`src/rtl/mm_ram.sv`:
```
`default_nettype none

module mm_ram #(
    parameter  int WIDTH = 32,
    parameter  int DEPTH = 64,
    localparam int AW    = (DEPTH > 1) ? $clog2(DEPTH) : 1
) (
    input  wire logic                    clk,
    input  wire logic                    we,
    input  wire logic [AW-1:0]           waddr,
    input  wire logic [WIDTH-1:0]        wdata,
    input  wire logic [AW-1:0]           raddr,
    output logic      [WIDTH-1:0]        rdata
);

    logic [WIDTH-1:0] mem [DEPTH];

    // One write port, one registered read port
    always_ff @(posedge clk)
    begin
        if (we)
        begin
            mem[waddr] <= wdata;
        end
        rdata <= mem[raddr];
    end

endmodule

`default_nettype wire

```
`config.mk`:
```
export PLATFORM = sky130hd
export DESIGN_NAME = mm_ram
export DESIGN_NICKNAME = d
export VERILOG_FILES = /design/src/rtl/mm_ram.sv
export SDC_FILE = /design/constraint.sdc
export NUM_CORES = 2
export LEC_CHECK = 0
export ABC_CLOCK_PERIOD_IN_PS = 4710
export BUFFER_PORTS_ARGS = -buffer_cell sky130_fd_sc_hd__buf_2
export CAP_MARGIN = 25
export CORE_MARGIN = 2
export CORE_UTILIZATION = 58
export CTS_BUF_LIST = sky130_fd_sc_hd__clkbuf_8
export CTS_CLUSTER_SIZE = 24
export DETAILED_ROUTE_END_ITERATION = 12
export PLACE_DENSITY_LB_ADDON = 0.25
export SYNTH_ARGS = -nofsm -noshare
export SYNTH_HDL_FRONTEND = slang
export SYNTH_SLANG_ARGS = --single-unit
```
`constraint.sdc`:
```
create_clock -name clk -period 4.71 [get_ports clk]
set_input_delay 0.471 -clock clk [delete_from_list [all_inputs] [get_ports clk]]
set_output_delay 0.471 -clock clk [all_outputs]
set_load 0.05 [all_outputs]
```
==> flow_summary.json <==
{
  "period_minus_slack_ns": 2.66,
  "die_area_um2": 138000,
  "yosys_register_bits": 2080,
  "cts_made_buffers": 331,
  "hold_path.startpoint": "wdata[28]",
  "grt_start_max_net_pins": 83,
  "p_sw_w": 0.00814,
  "syn-instance-count": 3324,
  "ir_drop_mv": 0.274,
  "hold_violations": 0,
  "ios": 78,
  "async_flop_share_pct": 0,
  "fin_skew_ns": 0.0538,
  "cap_viol_max_count": 0,
  "clock_latency_ns": 1.02,
  "port_buffers": 77,
  "area_growth_pct": 13.1,
  "die_width_um": 372,
  "clkSinkCount": 2080,
  "start_util_pct": 58.2,
  "rows": 135,
  "path_class": "primary input to flop",
  "drcViolationCount": 0,
  "status": "finished, final reports clean",
  "reg2reg_depth": 4,
  "ctsHoldBuffers": 5,
  "whs_ns": 0.0220,
  "cts_tree": "yes",
  "post_drt_wl_per_cell_um": 33.2,
  "setup_violations": 0,
  "yosysUniqueCellTypes": 34,
  "power_frac_seq_pct": 56.3,
  "drt_iter0_drc": 5221,
  "ys_warn_count": 0,
  "r2r_end": "rdata[16]$_DFF_P_",
  "grt_pass1_vias": 38600,
  "p_clk_share_pct": 38.2,
  "clockBufferDepth": 4,
  "vias": 38000,
  "drive_above_1_share_pct": 31.4,
  "min_path_type": "primary input to flop",
  "cts_setup_buffers": 0,
  "cp_max_fo": 80,
  "worstPathRequired_ns": 5.56,
  "p_int_w": 0.0284,
  "slew_violations": 0,
  "rsz0062_at_grt": "no",
  "first_pass_iters": 5,
  "globalplace.congestion": 0.801,
  "drt_wl_total_um": 191000,
  "holdPathEnd": "mem[41][28]$_DFFE_PP_",
  "cts_resized": 0,
  "cp.arrival_ns": 3.51,
  "syn-num-nets": 3370,
  "fill_cells": 8303,
  "worstMarginPinSlew_ns": 1.08,
  "coreArea_um2": 135000,
  "p_leak_nw": 28.2,
  "fin_crit_sh_pct": 56.5,
  "cp-end-kind": "flop",
  "fp.dieH_um": 372,
  "synth_edf_count": 2048,
  "slew_headroom_pct": 28.0,
  "final_common_cell": "edfxtp_1",
  "grt_overflow": 0,
  "netlist_area_um2": 78500,
  "layout_common_cells": "edfxtp_1, mux4_2, clkbuf_8, buf_4, inv_1",
  "power.density_nw_per_um2": 412,
  "cts-htree-levels": 5,
  "cts-root-buf": "clkbuf_8",
  "fmaxAchievable_mhz": 376,
  "grt_use_total_pct": 28.1,
  "ys_seq_area_share_pct": 79.1,
  "path_clk_slew_ns": 0.06,
  "post_drt_via_cell_ratio": 6.59,
  "reg2reg_setup_slack_ns": 2.40,
  "fin_nets": 3780,
  "fin_setup_tns_ns": 0,
  "ant_nets": 0,
  "start_kind": "primary input",
  "synth.avg_cell_area_um2": 23.6,
  "grt_pass1_wl_um": 272000,
  "hpwlAfterDp_um": 108000,
  "power_frac_comb_pct": 5.5,
  "sw_frac_of_total_pct": 22.3,
  "synthFlopType": "edfxtp_1",
  "antenna_found_initial": 15,
  "hold_depth": 1,
  "r2r_start": "mem[6][16]$_DFFE_PP_"
}
## kinds of logic (layout without fill, tap and decap cells)
family / Yosys count / in the layout / synth area share [%]
buffers and inverters: 182 / 834 / 1.13
multiplexers: 637 / 637 / 16.8
other: 0 / 10 / 0
AO/OA/AOI/OAI: 202 / 202 / 1.67
AND/OR/NAND/NOR: 223 / 223 / 1.27
flip-flops: 2080 / 2080 / 79.1
## registers in the layout, summed over array words and instances, names as in the netlist
register / count
mem: 2048
rdata: 32
## cell usage after synthesis (2+ instances only)
| cell type | count | area [um2] |
|---|---|---|
| o221ai_1 | 27 | 236 |
| mux2i_1 | 93 | 931 |
| o32ai_1 | 4 | 35.0 |
| clkbuf_1 | 74 | 278 |
| nor3_1 | 7 | 35.0 |
| o22ai_1 | 84 | 526 |
| mux4_2 | 544 | 12300 |
| or3_1 | 3 | 18.8 |
| buf_1 | 21 | 78.8 |
| a41o_1 | 4 | 40.0 |
| edfxtp_1 | 2048 | 61500 |
| or3b_2 | 3 | 26.3 |
| nand2b_1 | 8 | 50.1 |
| a21oi_1 | 62 | 310 |
| nand2_1 | 26 | 97.6 |
| and3_1 | 4 | 25.0 |
| nand3b_1 | 5 | 37.5 |
| buf_2 | 57 | 285 |
| and2_1 | 2 | 12.5 |
| nor2_1 | 137 | 514 |
| a22oi_1 | 12 | 90.1 |
| nor2b_1 | 15 | 93.8 |
| buf_6 | 5 | 56.3 |
| or3b_1 | 2 | 17.5 |
| buf_4 | 25 | 188 |
| nand3_1 | 5 | 25.0 |
| dfxtp_1 | 32 | 641 |
| a311oi_1 | 8 | 70.1 |
| nand4_1 | 2 | 12.5 |
## final cells by class
| type | instances | area [um2] | share of cell area [%] |
|---|---|---|---|
| Clock inverter | 228 | 1130 | 1.27 |
| Timing Repair Buffer | 259 | 2530 | 2.85 |
| Sequential cell | 2080 | 62100 | 70.0 |
| Tap cell | 1781 | 2230 | 2.51 |
| Clock buffer | 347 | 4780 | 5.38 |
| Multi-Input combinational cell | 1062 | 16000 | 18.0 |
| Antenna cell | 10 | 25.0 | 0.0282 |
## worst max path at each step
stage,start,to,slack [ns]
final,raddr[1],rdata[20]$_DFF_P_,2.05
after global routing,raddr[1],rdata[20]$_DFF_P_,2.05
after CTS,rdata[13]$_DFF_P_,rdata[13],2.13
after detailed placement,raddr[1],rdata[20]$_DFF_P_,1.06
after global placement,raddr[1],rdata[20]$_DFF_P_,1.05
after floorplan,waddr[3],mem[48][0]$_DFFE_PP_,1.08
## metrics by stage
step	instance area (um2)	setup WS, ns	utilization (%)	instances	power, W
6_report	88800	2.05	65.8	5767	0.0365
5_1_grt	88800	2.05	65.8	5760	0.0377
4_1_cts	88100	2.13	65.2	5711	0.0367
3_5_place_dp	82100	1.06	60.8	5131	0.0229
3_3_place_gp	82000	1.05	60.8	5126	0.0229
2_1_floorplan	78500	1.08	-	3324	0.0221
## power by group through the flow
| stage | clock network [W] | registers, W | logic [W] |
|---|---|---|---|
| after floorplan | 0 | 0.0211 | 0.000997 |
| after global placement | 0 | 0.0210 | 0.00189 |
| after detailed placement | 0 | 0.0210 | 0.00194 |
| after CTS | 0.0141 | 0.0206 | 0.00195 |
| after global routing | 0.0150 | 0.0206 | 0.00210 |
| final | 0.0139 | 0.0206 | 0.00201 |
## worst max-delay path, stage by stage
cell and delay [ns]:
buf_8 0.54, buf_12 0.49, nor2b_1 0.60, a22oi_1 0.15, and3_1 0.22, o32ai_1 0.68
nor3_1 0.10
## layer usage
metal,share of wire (%),track usage [%],wire length [um],up-vias
met5,0.032,0,61,-
met4,3.0,9.89,5650,8
met3,10,5.68,19600,327
met2,49,44.2,93700,2316
met1,38,40.0,72300,20200
li1,-,-,-,15100
No activity file was read; power rests on OpenSTA's default activity.
