--- config.mk ---
export PLATFORM = sky130hd
export DESIGN_NAME = mm_mac
export DESIGN_NICKNAME = d
export VERILOG_FILES = /design/src/rtl/mm_pkg.sv /design/src/rtl/mm_mac.sv
export SDC_FILE = /design/constraint.sdc
export NUM_CORES = 2
export LEC_CHECK = 0
export BUFFER_PORTS_ARGS = -buffer_cell sky130_fd_sc_hd__buf_2
export CORE_UTILIZATION = 45
export DETAILED_ROUTE_END_ITERATION = 8
export SLEW_MARGIN = 40
export SYNTH_ARGS = -nofsm -noshare
export SYNTH_HDL_FRONTEND = slang
export SYNTH_SLANG_ARGS = --single-unit
--- constraint.sdc ---
create_clock -name clk -period 4.01 [get_ports clk]
set_input_delay 0.6015 -clock clk [delete_from_list [all_inputs] [get_ports clk]]
set_output_delay 0.6015 -clock clk [all_outputs]
set_load 0.02 [all_outputs]
--- src/rtl/mm_pkg.sv ---
`default_nettype none

package mm_pkg;

    // Field and register widths fixed by the item formats
    localparam int ELEM_W   = 32;
    localparam int DIM_W    = 4;
    localparam int IDX_W    = 3;
    localparam int STAT_W   = 2;
    localparam int NEED_W   = 2 * DIM_W;
    localparam int PROD_W   = 2 * ELEM_W;
    localparam int ADDR_W   = 4;
    localparam int DATA_W   = 32;
    localparam int OUT_W    = ELEM_W + 2 * IDX_W + STAT_W;
    localparam int FRAC_W   = 16;

    // Register indexes (paddr[3:2])
    localparam logic [1:0] REG_ROWS_FIRST  = 2'd0;
    localparam logic [1:0] REG_COLS_FIRST  = 2'd1;
    localparam logic [1:0] REG_ROWS_SECOND = 2'd2;
    localparam logic [1:0] REG_COLS_SECOND = 2'd3;

    // Result status codes
    localparam logic [STAT_W-1:0] STATUS_OK       = 2'd0;
    localparam logic [STAT_W-1:0] STATUS_MISMATCH = 2'd1;
    localparam logic [STAT_W-1:0] STATUS_SAT      = 2'd2;

    // Operand tag that travels with the store read data into the MAC
    typedef struct packed {
        logic valid;
        logic last;
    } mac_ctl_t;

    // Finished dot product from the MAC
    typedef struct packed {
        logic              done;
        logic              sat;
        logic [ELEM_W-1:0] value;
    } mac_res_t;

    // Clamp a dimension register into 1..max_dim
    function automatic logic [DIM_W-1:0] eff_dim(input logic [DIM_W-1:0] v,
                                                 input logic [DIM_W-1:0] max_dim);
        logic [DIM_W-1:0] r;
        if (v == '0)
            r = DIM_W'(1);
        else if (v > max_dim)
            r = max_dim;
        else
            r = v;
        return r;
    endfunction

endpackage

`default_nettype wire

--- src/rtl/mm_mac.sv ---
`default_nettype none

module mm_mac #(
    parameter int ACC_W = 68
) (
    input  wire logic                           clk,
    input  wire logic                           rst_n,
    input  wire mm_pkg::mac_ctl_t               ctl,
    input  wire logic [mm_pkg::ELEM_W-1:0]      a,
    input  wire logic [mm_pkg::ELEM_W-1:0]      b,
    output mm_pkg::mac_res_t                    res
);

    localparam int TOP = mm_pkg::FRAC_W + mm_pkg::ELEM_W - 1;

    logic signed [mm_pkg::PROD_W-1:0] prod_reg;
    logic                             p_valid_reg;
    logic                             p_last_reg;

    logic signed [ACC_W-1:0]          acc_reg;
    logic signed [ACC_W-1:0]          acc_next;
    logic                             acc_first_reg;
    logic                             acc_done_reg;

    logic signed [ACC_W-1:0]          rnd;
    logic                             rnd_sat;
    logic [mm_pkg::ELEM_W-1:0]        rnd_value;

    logic                             done_reg;
    logic                             sat_reg;
    logic [mm_pkg::ELEM_W-1:0]        value_reg;

    // Multiply stage
    always_ff @(posedge clk or negedge rst_n)
    begin
        if (!rst_n)
        begin
            p_valid_reg <= 1'b0;
            p_last_reg  <= 1'b0;
        end
        else
        begin
            p_valid_reg <= ctl.valid;
            p_last_reg  <= ctl.valid & ctl.last;
        end
    end

    always_ff @(posedge clk)
    begin
        prod_reg <= $signed(a) * $signed(b);
    end

    // Accumulate stage: restart the sum on the first term of each element
    always_comb
    begin
        acc_next = (acc_first_reg ? ACC_W'(0) : acc_reg)
                 + {{(ACC_W - mm_pkg::PROD_W){prod_reg[mm_pkg::PROD_W-1]}}, prod_reg};
    end

    always_ff @(posedge clk or negedge rst_n)
    begin
        if (!rst_n)
        begin
            acc_first_reg <= 1'b1;
            acc_done_reg  <= 1'b0;
        end
        else
        begin
            acc_done_reg <= p_valid_reg & p_last_reg;
            if (p_valid_reg)
            begin
                acc_first_reg <= p_last_reg;
            end
        end
    end

    always_ff @(posedge clk)
    begin
        if (p_valid_reg)
        begin
            acc_reg <= acc_next;
        end
    end

    // Round to nearest (ties up), drop the fraction, clamp to 32 bits
    always_comb
    begin
        rnd     = acc_reg + ACC_W'(1 << (mm_pkg::FRAC_W - 1));
        rnd_sat = !((&rnd[ACC_W-1:TOP]) || (~|rnd[ACC_W-1:TOP]));
        if (!rnd_sat)
            rnd_value = rnd[TOP:mm_pkg::FRAC_W];
        else if (rnd[ACC_W-1])
            rnd_value = {1'b1, {(mm_pkg::ELEM_W - 1){1'b0}}};
        else
            rnd_value = {1'b0, {(mm_pkg::ELEM_W - 1){1'b1}}};
    end

    always_ff @(posedge clk or negedge rst_n)
    begin
        if (!rst_n)
        begin
            done_reg <= 1'b0;
        end
        else
        begin
            done_reg <= acc_done_reg;
        end
    end

    always_ff @(posedge clk)
    begin
        if (acc_done_reg)
        begin
            sat_reg   <= rnd_sat;
            value_reg <= rnd_value;
        end
    end

    assign res.done  = done_reg;
    assign res.sat   = sat_reg;
    assign res.value = value_reg;

endmodule

`default_nettype wire

==> key figures <==
Outcome
  • Status: complete, but fails checks
  • Failing checks: setup timing

Floorplan
  • Die area: 104000 sq um
  • Die H: 323 um
  • Cell Rows: 117
  • Die W: 323 um
  • Initial Util: 45.5%
  • Top Ports: 102
  • Core Area: 102000 sq um

Route
  • Pre-antenna DRT Iters: 5
  • Antenna-violating nets left: 0
  • Total wire length: 128000 um
  • Iter 0 DRT Violations: 2157
  • Vias/cell: 5.09
  • WL/cell: 18.6 um
  • Vias post-DR: 34900
  • Residual DRC count: 0

Setup path
  • Worst Path Class, Setup: in -> reg
  • Crit path DAT: 7.48 ns
  • CP Max Fanout: 8
  • WP data required: 4.35 ns
  • CP Capture Type: flop
  • CP startpoint kind: input pin

Synthesis
  • Top cells by area, synth: fa_1 (47%), inv_1 (8.5%), and2_1 (6.8%)
  • EDFF count, synth: 101
  • Top FF cell, synth: edfxtp_1
  • Seq/Total Area, Yosys: 9.56%
  • Synth top area share: 46.7%
  • Ys async rst share: 2.94%
  • Post-Syn Area per Cell: 9.38 sq um
  • Synth Warn #: 0
  • #FFs+latches synth: 170
  • Count of cell types in the netlist: 85
  • Cell taking the most area after synthesis: fa_1
  • Cells after Synth: 4951
  • Cell area after synthesis: 46400 sq um
  • Syn Nets: 6354

Clock network
  • Root Buffer: clkbuf_16
  • Reg clk slew, reported paths: 0.07 ns
  • CTS Buf Count: 17
  • Worst skew pair latency: 0.45 ns
  • CTS sink count: 170
  • H-Tree Depth: 4
  • CTS max path bufs: 2
  • TritonCTS clock tree: done

Run
  • Max cap viols: 0

STA
  • Clock skew: 0.0114 ns
  • Fmax: 140 MHz
  • Fin crit period: 7.14 ns
  • Worst hold margin: 0.280 ns
  • Crit share post-route: 178%
  • Setup TNS: -141.87 ns
  • Unrepaired setup endpoints after global routing: yes
  • Final worst slack: -3.13 ns
  • Final Hold Fails: 0
  • Relative slew slack: 48.8%
  • Worst Max-Slew Pin Slew: 0.768 ns
  • Final Max Tran Viols: 0
  • Setup violations, final: 56

Layout
  • # nets final: 6864
  • Share of post-route cells with drive strength above 1: 23.4%
  • Area growth, synth to finish: 23.6%
  • Post-Layout Cell Count: 6844
  • Final-layout fill cell count: 8946
  • Core Util, Final: 56.2%
  • Max reg flops: 68

Hold path
  • Hold/Removal Path Class: in -> reg

Placement
  • Final HPWL DP: 107000 um
  • Dpl cells: 6704
  • Port Buf Inserts: 101
  • Final GP Congestion: 0.925

Global routing
  • Initial antenna violation count: 1
  • Maximum number of pins on one net before global-route repair: 49
  • First-pass GRT wire length: 204000 um
  • Vias in the first global route: 37100
  • Grt total ovfl: 0
  • Total track usage: 25.0%
==> worst paths after layout <==
kind | start | to | slack, ns | depth (start not counted)
max | b[7] | prod_reg[50] | -3.13 | 25
min | ctl[1] | p_valid_reg | 0.28 | 1
max reg2reg | acc_first_reg | acc_reg[36] | 0.10 | 17
min reg2reg | p_last_reg | acc_done_reg | 0.49 | 1
max in group asynchronous | rst_n | acc_first_reg | 3.29 | 2
min in group asynchronous | rst_n | p_valid_reg | 0.51 | 2
==> worst max-delay path: stages <==
cell,delay (ns)
buf_12,0.12
buf_12,0.15
and2_4,0.14
fa_1,0.55
fa_1,0.43
fa_1,0.52
inv_2,0.06
fa_1,0.51
inv_2,0.04
fa_1,0.56
fa_1,0.44
fa_1,0.54
fa_1,0.54
ha_4,0.34
and3_4,0.18
and3_4,0.22
nand3_2,0.08
nand4b_1,0.17
o211ai_1,0.20
buf_4,0.19
a2111oi_4,0.39
nor2_1,0.11
nand2_1,0.10
a41oi_2,0.13
xnor2_1,0.14
==> cell usage after synthesis, types with 4 or more instances <==
master and instances:
fa_1 1083, inv_1 1050, nand2_1 594, and2_1 506, ha_1 252, clkbuf_1 234, a21oi_1 165, xnor2_1 118
nor2_1 106, edfxtp_1 101, nor2b_1 86, o21ai_0 77, a21o_1 66, dfxtp_1 64, nand3_1 48, xor2_1 48
nand4_1 33, and3_1 30, nand2b_1 23, a31oi_1 22, nor3_1 18, o21a_1 17, o21bai_1 16, a211oi_1 15
and4_1 11, nor4_1 10, a21oi_2 9, o211ai_1 9, buf_2 8, a21boi_0 6, nor3b_1 6, o2111ai_1 6
a2111oi_0 5, a211o_1 5, o22ai_1 5, o31ai_1 5, a311o_1 4, a41oi_1 4, dfrtp_1 4, or3_1 4
==> area by class of cell <==
type	instances	area, sq um	area share, %
multi-input combinational	3480	39400	68.6
timing repair buffer	742	7260	12.7
sequential	170	4440	7.74
inverter	1050	3950	6.88
tap	1368	1710	2.98
clock buffer	21	526	0.916
clock inverter	11	113	0.196
antenna	2	5.00	0.00872
==> per-stage QoR <==
step | area [sq um] | setup WS [ns]
floorplan | 47400 | -3.31
CTS | 55900 | -3.02
global placement | 52900 | -4.02
finish | 57400 | -3.13
detailed placement | 52900 | -4.08
global route | 57400 | -3.30
==> layer usage <==
layer  vias to the layer above  share of wire (%)  global-route usage (%)  routed length [um]
met3                       124                5.9                    2.91                7550
li1                      15900                  -                       -                   -
met4                         0                1.7                    3.69                2150
met5                         -                  0                       0                   0
met2                       926                 46                    40.0               58200
met1                     17900                 47                    37.1               59600
==> timing repair <==
item                                   CTS  global route
setup endpoints to repair               59            69
endpoints found under the hold margin    4             0
pin swaps                              224           249
hold buffers                             1             0
gates resized for setup                423           279
buffers inserted                        65            49
gates cloned                             8             5
==> cell families after synthesis <==
| family | Yosys count | share of synthesized area, % |
|---|---|---|
| buf+inv | 1301 | 10.7 |
| simple gates | 1503 | 16.6 |
| mux | 4 | 0.0916 |
| compound gates | 472 | 6.47 |
| xor+xnor | 166 | 3.13 |
| flops | 170 | 9.56 |
| fa+ha+maj | 1335 | 53.5 |
==> placed cells by master, fill, tap and decap left out, drive strengths merged, types with 5 or more instances in the layout <==
cell type	n
nor3	19
nand3	49
nand4	34
nand2b	24
nor2b	86
ha	252
nand2	595
o31ai	6
fa	1083
o2111ai	6
nor4b	5
a211o	5
a21oi	174
xor2	48
and4	12
a2111oi	5
xnor2	118
a21boi	6
o21bai	16
o211ai	9
nor4	13
buf	732
inv	1056
and2	507
clkbuf	26
a31oi	22
a211oi	15
o21a	17
o21ai	79
a21o	66
and3	30
nor3b	6
o22ai	5
nor2	106
edfxtp	101
dfxtp	64
Power is left out: the tool's default activity adds up to more than one toggle a clock period on the data nets, which glitch-free logic cannot reach.
